[src/sv/peg_pkg.sv]
// Shared widths, register indexes and reset values of the Prewitt gradient block.
`default_nettype none
package peg_pkg;

  // Pixel and result field widths
  localparam int PIX_W      = 8;
  localparam int ROW_W      = 12;
  localparam int OUT_COL_W  = 10;
  localparam int GRAD_W     = 11;
  localparam int ABS_W      = 8;
  localparam int ROOT_W     = 11;
  localparam int SUM_W      = 2 * ROOT_W - 1;
  localparam int SQ_W       = SUM_W - 1;
  localparam int TDATA_W    = 72;
  localparam int LINE_W     = 2 * PIX_W;

  // Configuration port
  localparam int CFG_WIDTH_W  = 11;
  localparam int CFG_HEIGHT_W = 13;
  localparam int CFG_DATA_W   = 13;
  localparam int CFG_INDEX_W  = 1;

  localparam logic [CFG_INDEX_W-1:0] REG_IMAGE_WIDTH  = 1'b0;
  localparam logic [CFG_INDEX_W-1:0] REG_IMAGE_HEIGHT = 1'b1;

  localparam int DEFAULT_MAX_WIDTH = 1024;
  localparam int MAX_HEIGHT        = 4096;
  localparam int MIN_DIM           = 3;

  localparam logic [CFG_WIDTH_W-1:0]  RESET_WIDTH  = 11'd1024;
  localparam logic [CFG_HEIGHT_W-1:0] RESET_HEIGHT = 13'd1024;

  // Saturation limit of the absolute gradients
  localparam logic [ABS_W-1:0] ABS_MAX = 8'd255;

endpackage
`default_nettype wire

[src/sv/peg_isqrt.sv]
// Bit-pair integer square root, one result bit per cycle, rounded to nearest.
`default_nettype none
module peg_isqrt
  import peg_pkg::*;
(
  input  wire logic              clk,
  input  wire logic              rst,
  input  wire logic              start,
  input  wire logic [SUM_W-1:0]  radicand,
  output logic                   done,
  output logic      [ROOT_W-1:0] root
);

  logic              busy;
  logic [SUM_W-1:0]  rem;
  logic [SUM_W:0]    acc;
  logic [SUM_W-1:0]  bitpos;
  logic [SUM_W:0]    trial;
  logic              fits;
  logic              round_up;

  assign trial    = acc + {1'b0, bitpos};
  assign fits     = {1'b0, rem} >= trial;
  assign round_up = {1'b0, rem} > acc;

  // Control: busy while bit position is nonzero, pulse done after rounding
  always_ff @(posedge clk) begin
    if (rst) begin
      busy <= 1'b0;
      done <= 1'b0;
    end else begin
      done <= 1'b0;
      if (start) begin
        busy <= 1'b1;
      end else if (busy && bitpos == '0) begin
        busy <= 1'b0;
        done <= 1'b1;
      end
    end
  end

  // Datapath: one trial subtraction per cycle
  always_ff @(posedge clk) begin
    if (start) begin
      rem    <= radicand;
      acc    <= '0;
      bitpos <= SUM_W'(1) << (2 * (ROOT_W - 1));
    end else if (busy) begin
      if (bitpos != '0) begin
        if (fits) begin
          rem <= rem - trial[SUM_W-1:0];
          acc <= (acc >> 1) + {1'b0, bitpos};
        end else begin
          acc <= acc >> 1;
        end
        bitpos <= bitpos >> 2;
      end else begin
        root <= acc[ROOT_W-1:0] + ROOT_W'(round_up);
      end
    end
  end

endmodule
`default_nettype wire

[config.mk]
export PLATFORM = sky130hd
export DESIGN_NAME = peg_isqrt
export DESIGN_NICKNAME = d
export VERILOG_FILES = /design/src/sv/peg_pkg.sv /design/src/sv/peg_isqrt.sv
export SDC_FILE = /design/constraint.sdc
export NUM_CORES = 1
export LEC_CHECK = 0
export ABC_AREA = 1
export BUFFER_PORTS_ARGS = -buffer_cell sky130_fd_sc_hd__buf_2
export CAP_MARGIN = 15
export CORE_MARGIN = 10
export CORE_UTILIZATION = 45
export DETAILED_ROUTE_END_ITERATION = 6
export GPL_ROUTABILITY_DRIVEN = 0
export SYNTH_ARGS = -nofsm -noshare
export SYNTH_HDL_FRONTEND = slang
export SYNTH_SLANG_ARGS = --single-unit
[constraint.sdc]
create_clock -name clk -period 9.63 [get_ports clk]
set_input_delay 1.4445 -clock clk [delete_from_list [all_inputs] [get_ports clk]]
set_output_delay 1.4445 -clock clk [all_outputs]
set_load 0.02 [all_outputs]
==> results of run 1 <==
==> registers in the layout, indices dropped and copies added (netlist names) <==
register	cells
acc	22
rem	21
bitpos	11
root	11
busy	1
done	1
==> cells in the mapped netlist, types with 11 or more instances <==
cell,n
nand2_1,264
inv_1,121
nand3_1,96
ha_1,68
a21oi_1,62
nor2_1,61
o21ai_0,37
dfxtp_1,35
edfxtp_1,32
xor2_1,25
nand4_1,21
xnor2_1,14
o21ai_1,12
o22ai_1,12
nor3_1,11
==> worst min-delay path, stage by stage, from the launching register on <==
cell and delay (ps):
dfxtp_1 340, nand2_1 80, nand2_1 50
==> layer usage <==
metal	share of wire [%]	routed length, µm	track usage (%)	up-vias
met4	2.4	462	6.58	0
met2	46	8780	31.5	183
li1	-	-	-	3295
met3	5.8	1100	3.99	33
met5	0	0	0	-
met1	46	8770	25.7	2874
==> report_power, final <==
| group | internal [mW] | switching (mW) | leakage, nW | total (mW) |
|---|---|---|---|---|
| registers | 0.356 | 0.0578 | 0.596 | 0.414 |
| logic | 0.251 | 0.456 | 2.52 | 0.707 |
| clock network | 0.175 | 0.144 | 0.134 | 0.319 |
==> per-stage QoR <==
| stage | setup slack, ps | utilization, % |
|---|---|---|
| global placement | 5410 | 48.5 |
| finish | 5310 | 50.5 |
| floorplan | 5460 | - |
| global route | 4910 | 50.5 |
| CTS | 5320 | 50.5 |
| detailed placement | 5330 | 48.5 |
==> cell families (layout without fill, tap and decap cells) <==
group	after synthesis	in the layout	share of synthesized area, %
simple gates	497	497	33.9
compound gates	148	148	12.6
buf+inv	146	179	9.18
fa+ha+maj	69	69	13.4
xor+xnor	39	39	5.26
flops	67	67	25.6
==> path summary, 6_finish.rpt <==
path	cells after the start	endpoint	slack (ps)
setup / recovery	19	rem[0]$_DFFE_PP_	5310
hold / removal	2	acc[0]$_SDFFE_PP0P_	510
setup reg to reg	19	rem[0]$_DFFE_PP_	5310
hold reg to reg	2	acc[0]$_SDFFE_PP0P_	510
==> cell type report <==
class	count	share of cell area [%]
inverters	125	6.64
multi-input cells	753	59.9
flip-flops and latches	67	23.5
repair buffers	38	2.80
clock buffers	9	3.19
well taps	180	3.19
clock inverters	7	0.726
==> flow_summary.ini, run 1 <==
[worst_setup_path]
critPathTopFamily = simple AND/OR/NAND/NOR gates
cp-startpoint = acc[6]$_SDFFE_PP0P_
worstSetupPathType = reg2reg
r2r-start = acc[6]$_SDFFE_PP0P_
critical_path_required_ps = 9660
critical_path_buf_inv_count = 2
critPathSlowestCell = ha_1
critPathMaxStageDelay_ps = 420
worstSetupStartpointType = flip-flop
crit_chain = ha_1 -> nand2_2 -> o21ai_0 -> a21oi_1 -> o31ai_1 -> a21oi_1 -> xor2_1 -> ha_1 -> nand2_1 -> inv_1 -> nand2_1 -> nor2_2 -> nand4_1 -> nand3_1 -> nand2_2 -> nand2_4 -> nand2_4 -> o21ai_2 -> buf_4
critPathArrivalTime_ps = 4360
crit_path_end_kind = flip-flop
crit_fanout = 23

[min_path]
min_from = acc[0]$_SDFFE_PP0P_
hold_path_class = reg2reg

[drt]
drc = 0
via_count = 6385
wl_mm = 19.1
viasPerCell = 5.42
antenna_left = 0
drtPass1Iterations = 5
wire_per_inst_um = 16.2
drt-initial-drc-count = 510

[sta]
fin_setup_tns_ps = 0
min_period_ps = 4320
setup_violations = 0
finalHoldWorstSlack_ps = 512
finClkSkew_ps = 8.69
slew_headroom_pct = 40.4
period_share_pct = 44.9
tightest_slew_ps = 891
final_hold_viol_count = 0
rsz0062_at_grt = false
maxSlewViolCount = 0
clock.fmax_mhz = 231

[layout]
layout_commonest_cell = nand2_1
finalInstanceArea_um2 = 7070
regArea_um2 = 1660
diodes = 0
final_nets = 1087
instances_no_fill = 1179
final_cell_mix = nand2_1, inv_1, nand3_1
layout-drive-gt1-share_pct = 8.51
area_growth_pct = 8.89
multi_input_area_um2 = 4240
fillers = 1453

[clocking]
cts_setup_buffers = 0
holdBufCountCts = 0
clockRootBuffer = clkbuf_16
cts.repair.resized = 0
clkSinkCount = 67
cts_tree = done
cts_buffers = 9
insertion_delay_ps = 360
cts.htree.levels = 3
cts.reportedPaths.clkPinSlew_ps = 60
cts_buffer_depth = 2

[die]
die_area_um2 = 19600
die_y_um = 140
fp-row-count = 43
num_io_pins = 36
coreArea_um2 = 14000
die_w_um = 140
initial_core_util_pct = 46.4

[status]
status = finished, final reports clean

[yosys]
netlist.area_leader.share_pct = 15.3
synthTopCellsByArea = nand2_1, edfxtp_1, ha_1
async_flop_share_pct = 0
ys_warn_count = 0
ys_ff_latch = 67
synth_area_per_cell_um2 = 6.72
yosysSeqAreaShare_pct = 25.6
synthCells = 966
yosys.area.top_type = nand2_1
mappedNetlistArea_um2 = 6490
synth_fp_nets = 1059
synth-edff-count = 32
synth_cell_type_count = 44
synth-main-ff-cell = dfxtp_1

[global_route]
grt.total_usage_pct = 19.7
grt_max_degree = 39
globalRoute.totalOverflow = 0
grt_pass1_wl_mm = 31.6
grt_pass1_vias = 6293
antenna_found_initial = 0

[place]
dp.cells = 1163
io_buffers = 35
hpwl_mm = 15.5
dpl_cell_area_um2 = 6790

[power_and_ir_drop]
power.density_nw_per_um2 = 204
peakVddDrop_uv = 97.8
leakage_nw = 3.25
power_mw = 1.44

[run]
cap_viol_max_count = 0
Power figures use the tool's default switching activity.
==> run 2: changes to the inputs <==
Settings changed: ABC_AREA 1 to 0.
Clock period 9.63 ns to 4.26 ns, I/O delays scaled along.
==> run 2 against run 1 <==
Net effect:
- largest cell class unchanged
- hold slack got worse by 43 ps
- via count fell by 28%
- total power rose by 73%
- critical path type unchanged
- critical endpoint is now rem[19]$_DFFE_PP_
- first-iteration DRC count fell by 35%
- global-route usage fell by 2.6 points
- wire length fell by 29%
==> flow_summary.ini, run 2 <==
[sta]
worst_slack_ps = 250
fin_setup_tns_ps = 0
setup_violations = 0
clock.fmax_mhz = 249
final_hold_viol_count = 0
min_period_ps = 4010
maxSlewViolCount = 0
tightest_slew_ps = 827
slew_headroom_pct = 44.7
period_share_pct = 94.1
finClkSkew_ps = 12.5

[die]
die_y_um = 129
die_area_um2 = 16700
num_io_pins = 36
coreArea_um2 = 11600
initial_core_util_pct = 46.5
die_w_um = 129
fp-row-count = 39

[yosys]
synth_top_family_by_area = compound AO/OA/AOI/OAI gates
yosys.area.top_type = edfxtp_1
netlist.area_leader.share_pct = 17.9
ys_warn_count = 0
synth.most_common_cell = ha_1
synthXorXnorAreaFrac_pct = 10.1
yosys.area_share.simple_pct = 13.2
synth_compound_area_share_pct = 24.5
synth_fp_nets = 692
synth-edff-count = 32
synth_area_per_cell_um2 = 8.99
mappedNetlistArea_um2 = 5380
synthTopCellsByArea = edfxtp_1, ha_1, dfxtp_1
synth_common_cells = ha_1, nand2_1, o21ai_0, xnor2_1, a21oi_1
synth-main-ff-cell = dfxtp_1
yosysSeqAreaShare_pct = 30.9
async_flop_share_pct = 0
synth_adder_area_share_pct = 16.2
synthCells = 599
synth_cell_type_count = 61
ys_ff_latch = 67
synthMuxAreaShare_pct = 0.953

[clocking]
cts_buffer_depth = 2
cts.htree.levels = 3
clockRootBuffer = clkbuf_16
clkSinkCount = 67
insertion_delay_ps = 350
cts_buffers = 9
cts.reportedPaths.clkPinSlew_ps = 50
cts_tree = done

[drt]
viasPerCell = 5.79
antenna_left = 0
drc = 0
drtPass1Iterations = 5
drt-initial-drc-count = 329
via_count = 4580
wire_per_inst_um = 17.2
wl_mm = 13.6

[worst_setup_path]
cp-startpoint = bitpos[2]$_SDFFE_PP0P_
critical_path_required_ps = 4360
crit_chain = ha_1 -> a31oi_1 -> a211o_1 -> o31a_4 -> o21bai_1 -> xnor2_1 -> ha_1 -> a21oi_1 -> o21ai_2 -> a211o_1 -> a21oi_1 -> o21a_2 -> nor2_1 -> a31o_2 -> buf_12
critPathArrivalTime_ps = 4110
r2r-start = bitpos[2]$_SDFFE_PP0P_
crit_path_end_kind = flip-flop
critPathSlowestCell = a211o_1
crit_fanout = 21
critPathMaxStageDelay_ps = 360
worstSetupPathType = reg2reg
worstSetupStartpointType = flip-flop

[layout]
area_growth_pct = 13.8
reg_top3 = acc (22), rem (21)
largest_reg_flops = 22
fillers = 1070
finalInstanceArea_um2 = 6120
diodes = 0
final_nets = 736
max_flop_register = acc
layout-drive-gt1-share_pct = 13.6
instances_no_fill = 791
final_cell_mix = ha_1, nand2_1, xnor2_1
layout_commonest_cell = ha_1

[global_route]
antenna_found_initial = 0
grt.total_usage_pct = 17.1
grt_pass1_vias = 4576
grt_max_degree = 50
grt_pass1_wl_mm = 22.8
globalRoute.totalOverflow = 0

[place]
place_ws_ps = 64.8
dpl_cell_area_um2 = 5780
hpwl_mm = 10.5
io_buffers = 35
dp.cells = 774

[min_path]
hold_path_class = in2reg
min_from = rst

[power_and_ir_drop]
power.density_nw_per_um2 = 406
leakage_nw = 2.40
peakVddDrop_uv = 214
power_mw = 2.49

[run]
cap_viol_max_count = 0

[status]
status = finished, final reports clean
[run 2: layer usage]
metal | vias to the layer above | part of all wire, % | GRT usage, %
met5 | - | 0 | 0
met4 | 0 | 2.3 | 7.83
met3 | 18 | 5.2 | 3.02
met2 | 119 | 42 | 24.8
met1 | 2109 | 51 | 24.1
li1 | 2334 | - | -
[run 2: timing repair]
action | CTS | global route
resized for setup | 0 | 14
setup buffers | 0 | 1
hold buffers | 0 | 0
hold endpoints to repair | 0 | 0
endpoints found under the setup margin | 0 | 46
[run 2: cell type report]
class                      count  area (µm²)  share of cell area [%]
multi-input combinational    477        3520                    57.5
sequential                    67        1660                    27.1
timing repair buffer          53         323                    5.27
clock buffer                  13         240                    3.92
tap                          143         179                    2.92
inverter                      35         131                    2.15
clock inverter                 3        65.1                    1.06
[run 2: report_power, final]
part	switching (mW)	internal, mW
sequential	0.0536	0.757
clock	0.288	0.513
combinational	0.498	0.376
[run 2: kinds of logic (layout without fill, tap and decap cells)]
logic type,count (synthesis),count (layout)
fa+ha+maj,69,69
mux,5,5
buf+inv,55,104
compound gates,194,194
simple gates,149,149
xor+xnor,60,60
flops,67,67
[run 2: critical path, delay by kind of cell (launching register included)]
kind,cells,cell delay [ps]
xor+xnor,1,170
compound gates,10,2330
buf+inv,1,160
fa+ha+maj,2,670
flops,1,350
simple gates,1,70
[run 2: worst paths after layout]
check	cells after the start	slack (ps)	endpoint
max	15	250	rem[19]$_DFFE_PP_
min	2	470	busy$_SDFFE_PP0P_
min reg2reg	2	570	bitpos[20]$_SDFFE_PP1P_
max reg2reg	15	250	rem[19]$_DFFE_PP_
[run 2: metrics by stage]
stage	util (%)	hold WS, ps
6_report	53.0	469
5_1_grt	53.0	476
4_1_cts	52.6	464
3_5_place_dp	50.0	546
3_3_place_gp	50.0	532
2_1_floorplan	-	502
==> run 3: changes to the inputs <==
Settings changed: GPL_TIMING_DRIVEN set to 0.
==> run 3 against run 2 <==
Net effect:
- total power up 0.33%
- clock-buffer cell count increased by 3
- largest cell class unchanged
- maximum frequency fell by 1.8%
- non-clock buffer count rose by 8
- clock skew decreased by 6.4 ps
- sequential share of layout area shrank 0.18 points
- via count is 2.6% higher
- sequential power about the same
- critical path type unchanged
- flip-flop and latch count is the same
==> flow_summary.ini, run 3 (synthesis gave the netlist of run 2 again) <==
[sta]
final_hold_viol_count = 0
setup_violations = 0
clock.fmax_mhz = 245
tightest_slew_ps = 851
maxSlewViolCount = 0
finClkSkew_ps = 6.06
slew_headroom_pct = 43.0
worst_slack_ps = 177
period_share_pct = 95.8
rsz0062_at_grt = true
min_period_ps = 4080

[power_and_ir_drop]
power_mw = 2.49
power_frac_comb_pct = 36.1
clkPwrFrac_pct = 31.5
peakVddDrop_uv = 201
power.switching_mw = 0.865
switching_share_pct = 34.7
internal_power_mw = 1.63
leakage_nw = 2.39
p_seq_share_pct = 32.5
power.density_nw_per_um2 = 404

[layout]
final_nets = 745
layout-drive-gt1-share_pct = 13.9
area_growth_pct = 14.8
finalInstanceArea_um2 = 6180
reg_top3 = acc (22), rem (21)
layout_commonest_cell = ha_1
largest_reg_flops = 22
final_cell_mix = ha_1, nand2_1, xnor2_1
diodes = 0
max_flop_register = acc
final_core_util_pct = 53.4

[global_route]
grt_max_degree = 12
globalRoute.totalOverflow = 0
grt_pass1_wl_mm = 23.1
grt_pass1_vias = 4546
grt.total_usage_pct = 17.3
antenna_found_initial = 0

[clocking]
insertion_delay_ps = 340
cts.htree.levels = 3
cts_buffers = 9
clockRootBuffer = clkbuf_16
cts_buffer_depth = 2
cts_tree = done
cts.reportedPaths.clkPinSlew_ps = 60
clkSinkCount = 67

[place]
hpwl_mm = 11.0
dpl_cell_area_um2 = 5740
io_buffers = 35
place_ws_ps = -852

[die]
coreArea_um2 = 11600
fp-row-count = 39
num_io_pins = 36
die_area_um2 = 16700
die_y_um = 129
initial_core_util_pct = 46.5
die_w_um = 129

[worst_setup_path]
r2r_slack_ps = 180
crit_path_end_kind = flip-flop
worstSetupPathType = reg2reg
worstSetupStartpointType = flip-flop
critical_path_required_ps = 4540
critPathArrivalTime_ps = 4360
r2r_cells = 15
crit_fanout = 8

[drt]
wire_per_inst_um = 17.9
drt-initial-drc-count = 326
drc = 0
wl_mm = 14.3
via_count = 4697
drtPass1Iterations = 5
viasPerCell = 5.87
antenna_left = 0

[min_path]
hold_path_class = in2reg
hold_depth = 2

[run]
cap_viol_max_count = 0

[status]
status = finished, final reports clean
run 3: final cells by class:
| cell class | count | area, µm² |
|---|---|---|
| timing repair buffer | 41 | 220 |
| buffer | 20 | 96.3 |
| clock buffer | 16 | 314 |
| inverter | 35 | 131 |
| fill | 1084 | 5390 |
| multi-input combinational | 478 | 3570 |
| sequential | 67 | 1670 |
| tap | 143 | 179 |
run 3: worst paths after layout:
kind,end,from
setup / recovery,acc[6]$_SDFFE_PP0P_,bitpos[2]$_SDFFE_PP0P_
hold / removal,busy$_SDFFE_PP0P_,rst
setup reg to reg,acc[6]$_SDFFE_PP0P_,bitpos[2]$_SDFFE_PP0P_
hold reg to reg,acc[0]$_SDFFE_PP0P_,acc[0]$_SDFFE_PP0P_
run 3: timing repair:
action	in CTS	in global routing
setup endpoints to repair	42	46
pin swaps	1	7
resized for setup	9	17
buffers inserted	0	6
hold buffers	0	0
cloned	1	0
run 3: power by group through the flow:
stage          combinational, mW  clock, mW  sequential (mW)
4_1_cts                    0.857      0.796            0.809
6_report                   0.900      0.785            0.810
3_5_place_dp               0.821          0            0.820
5_1_grt                    0.999      0.818            0.815
3_3_place_gp               0.802          0            0.820
2_1_floorplan              0.621          0            0.802
run 3: per-stage QoR:
stage                     std cells  hold slack [ps]  TNS [ps]
after global routing            800              486     -28.5
final                           800              469         0
after detailed placement        777              570    -21200
after CTS                       794              466         0
after global placement          777              565    -22150
after floorplan                 599              502         0
run 3: worst max-delay path, cell delays in order, from the launching register on:
cell,delay [ps]
dfxtp_2,360
ha_1,340
a31oi_1,160
a211o_1,390
o31a_4,330
o21bai_1,220
xnor2_1,130
ha_1,400
nand2_1,110
o21ai_2,190
o2111ai_1,170
o21a_2,300
or3_1,400
buf_6,160
a211oi_1,220
a221o_1,150
run 3: routing by layer:
metal	up-vias	share of wire (%)	global-route usage (%)
li1	2346	-	-
met1	2217	51	23.6
met2	115	43	27.1
met3	19	4.5	2.94
met4	0	1.5	6.09
met5	-	0	0
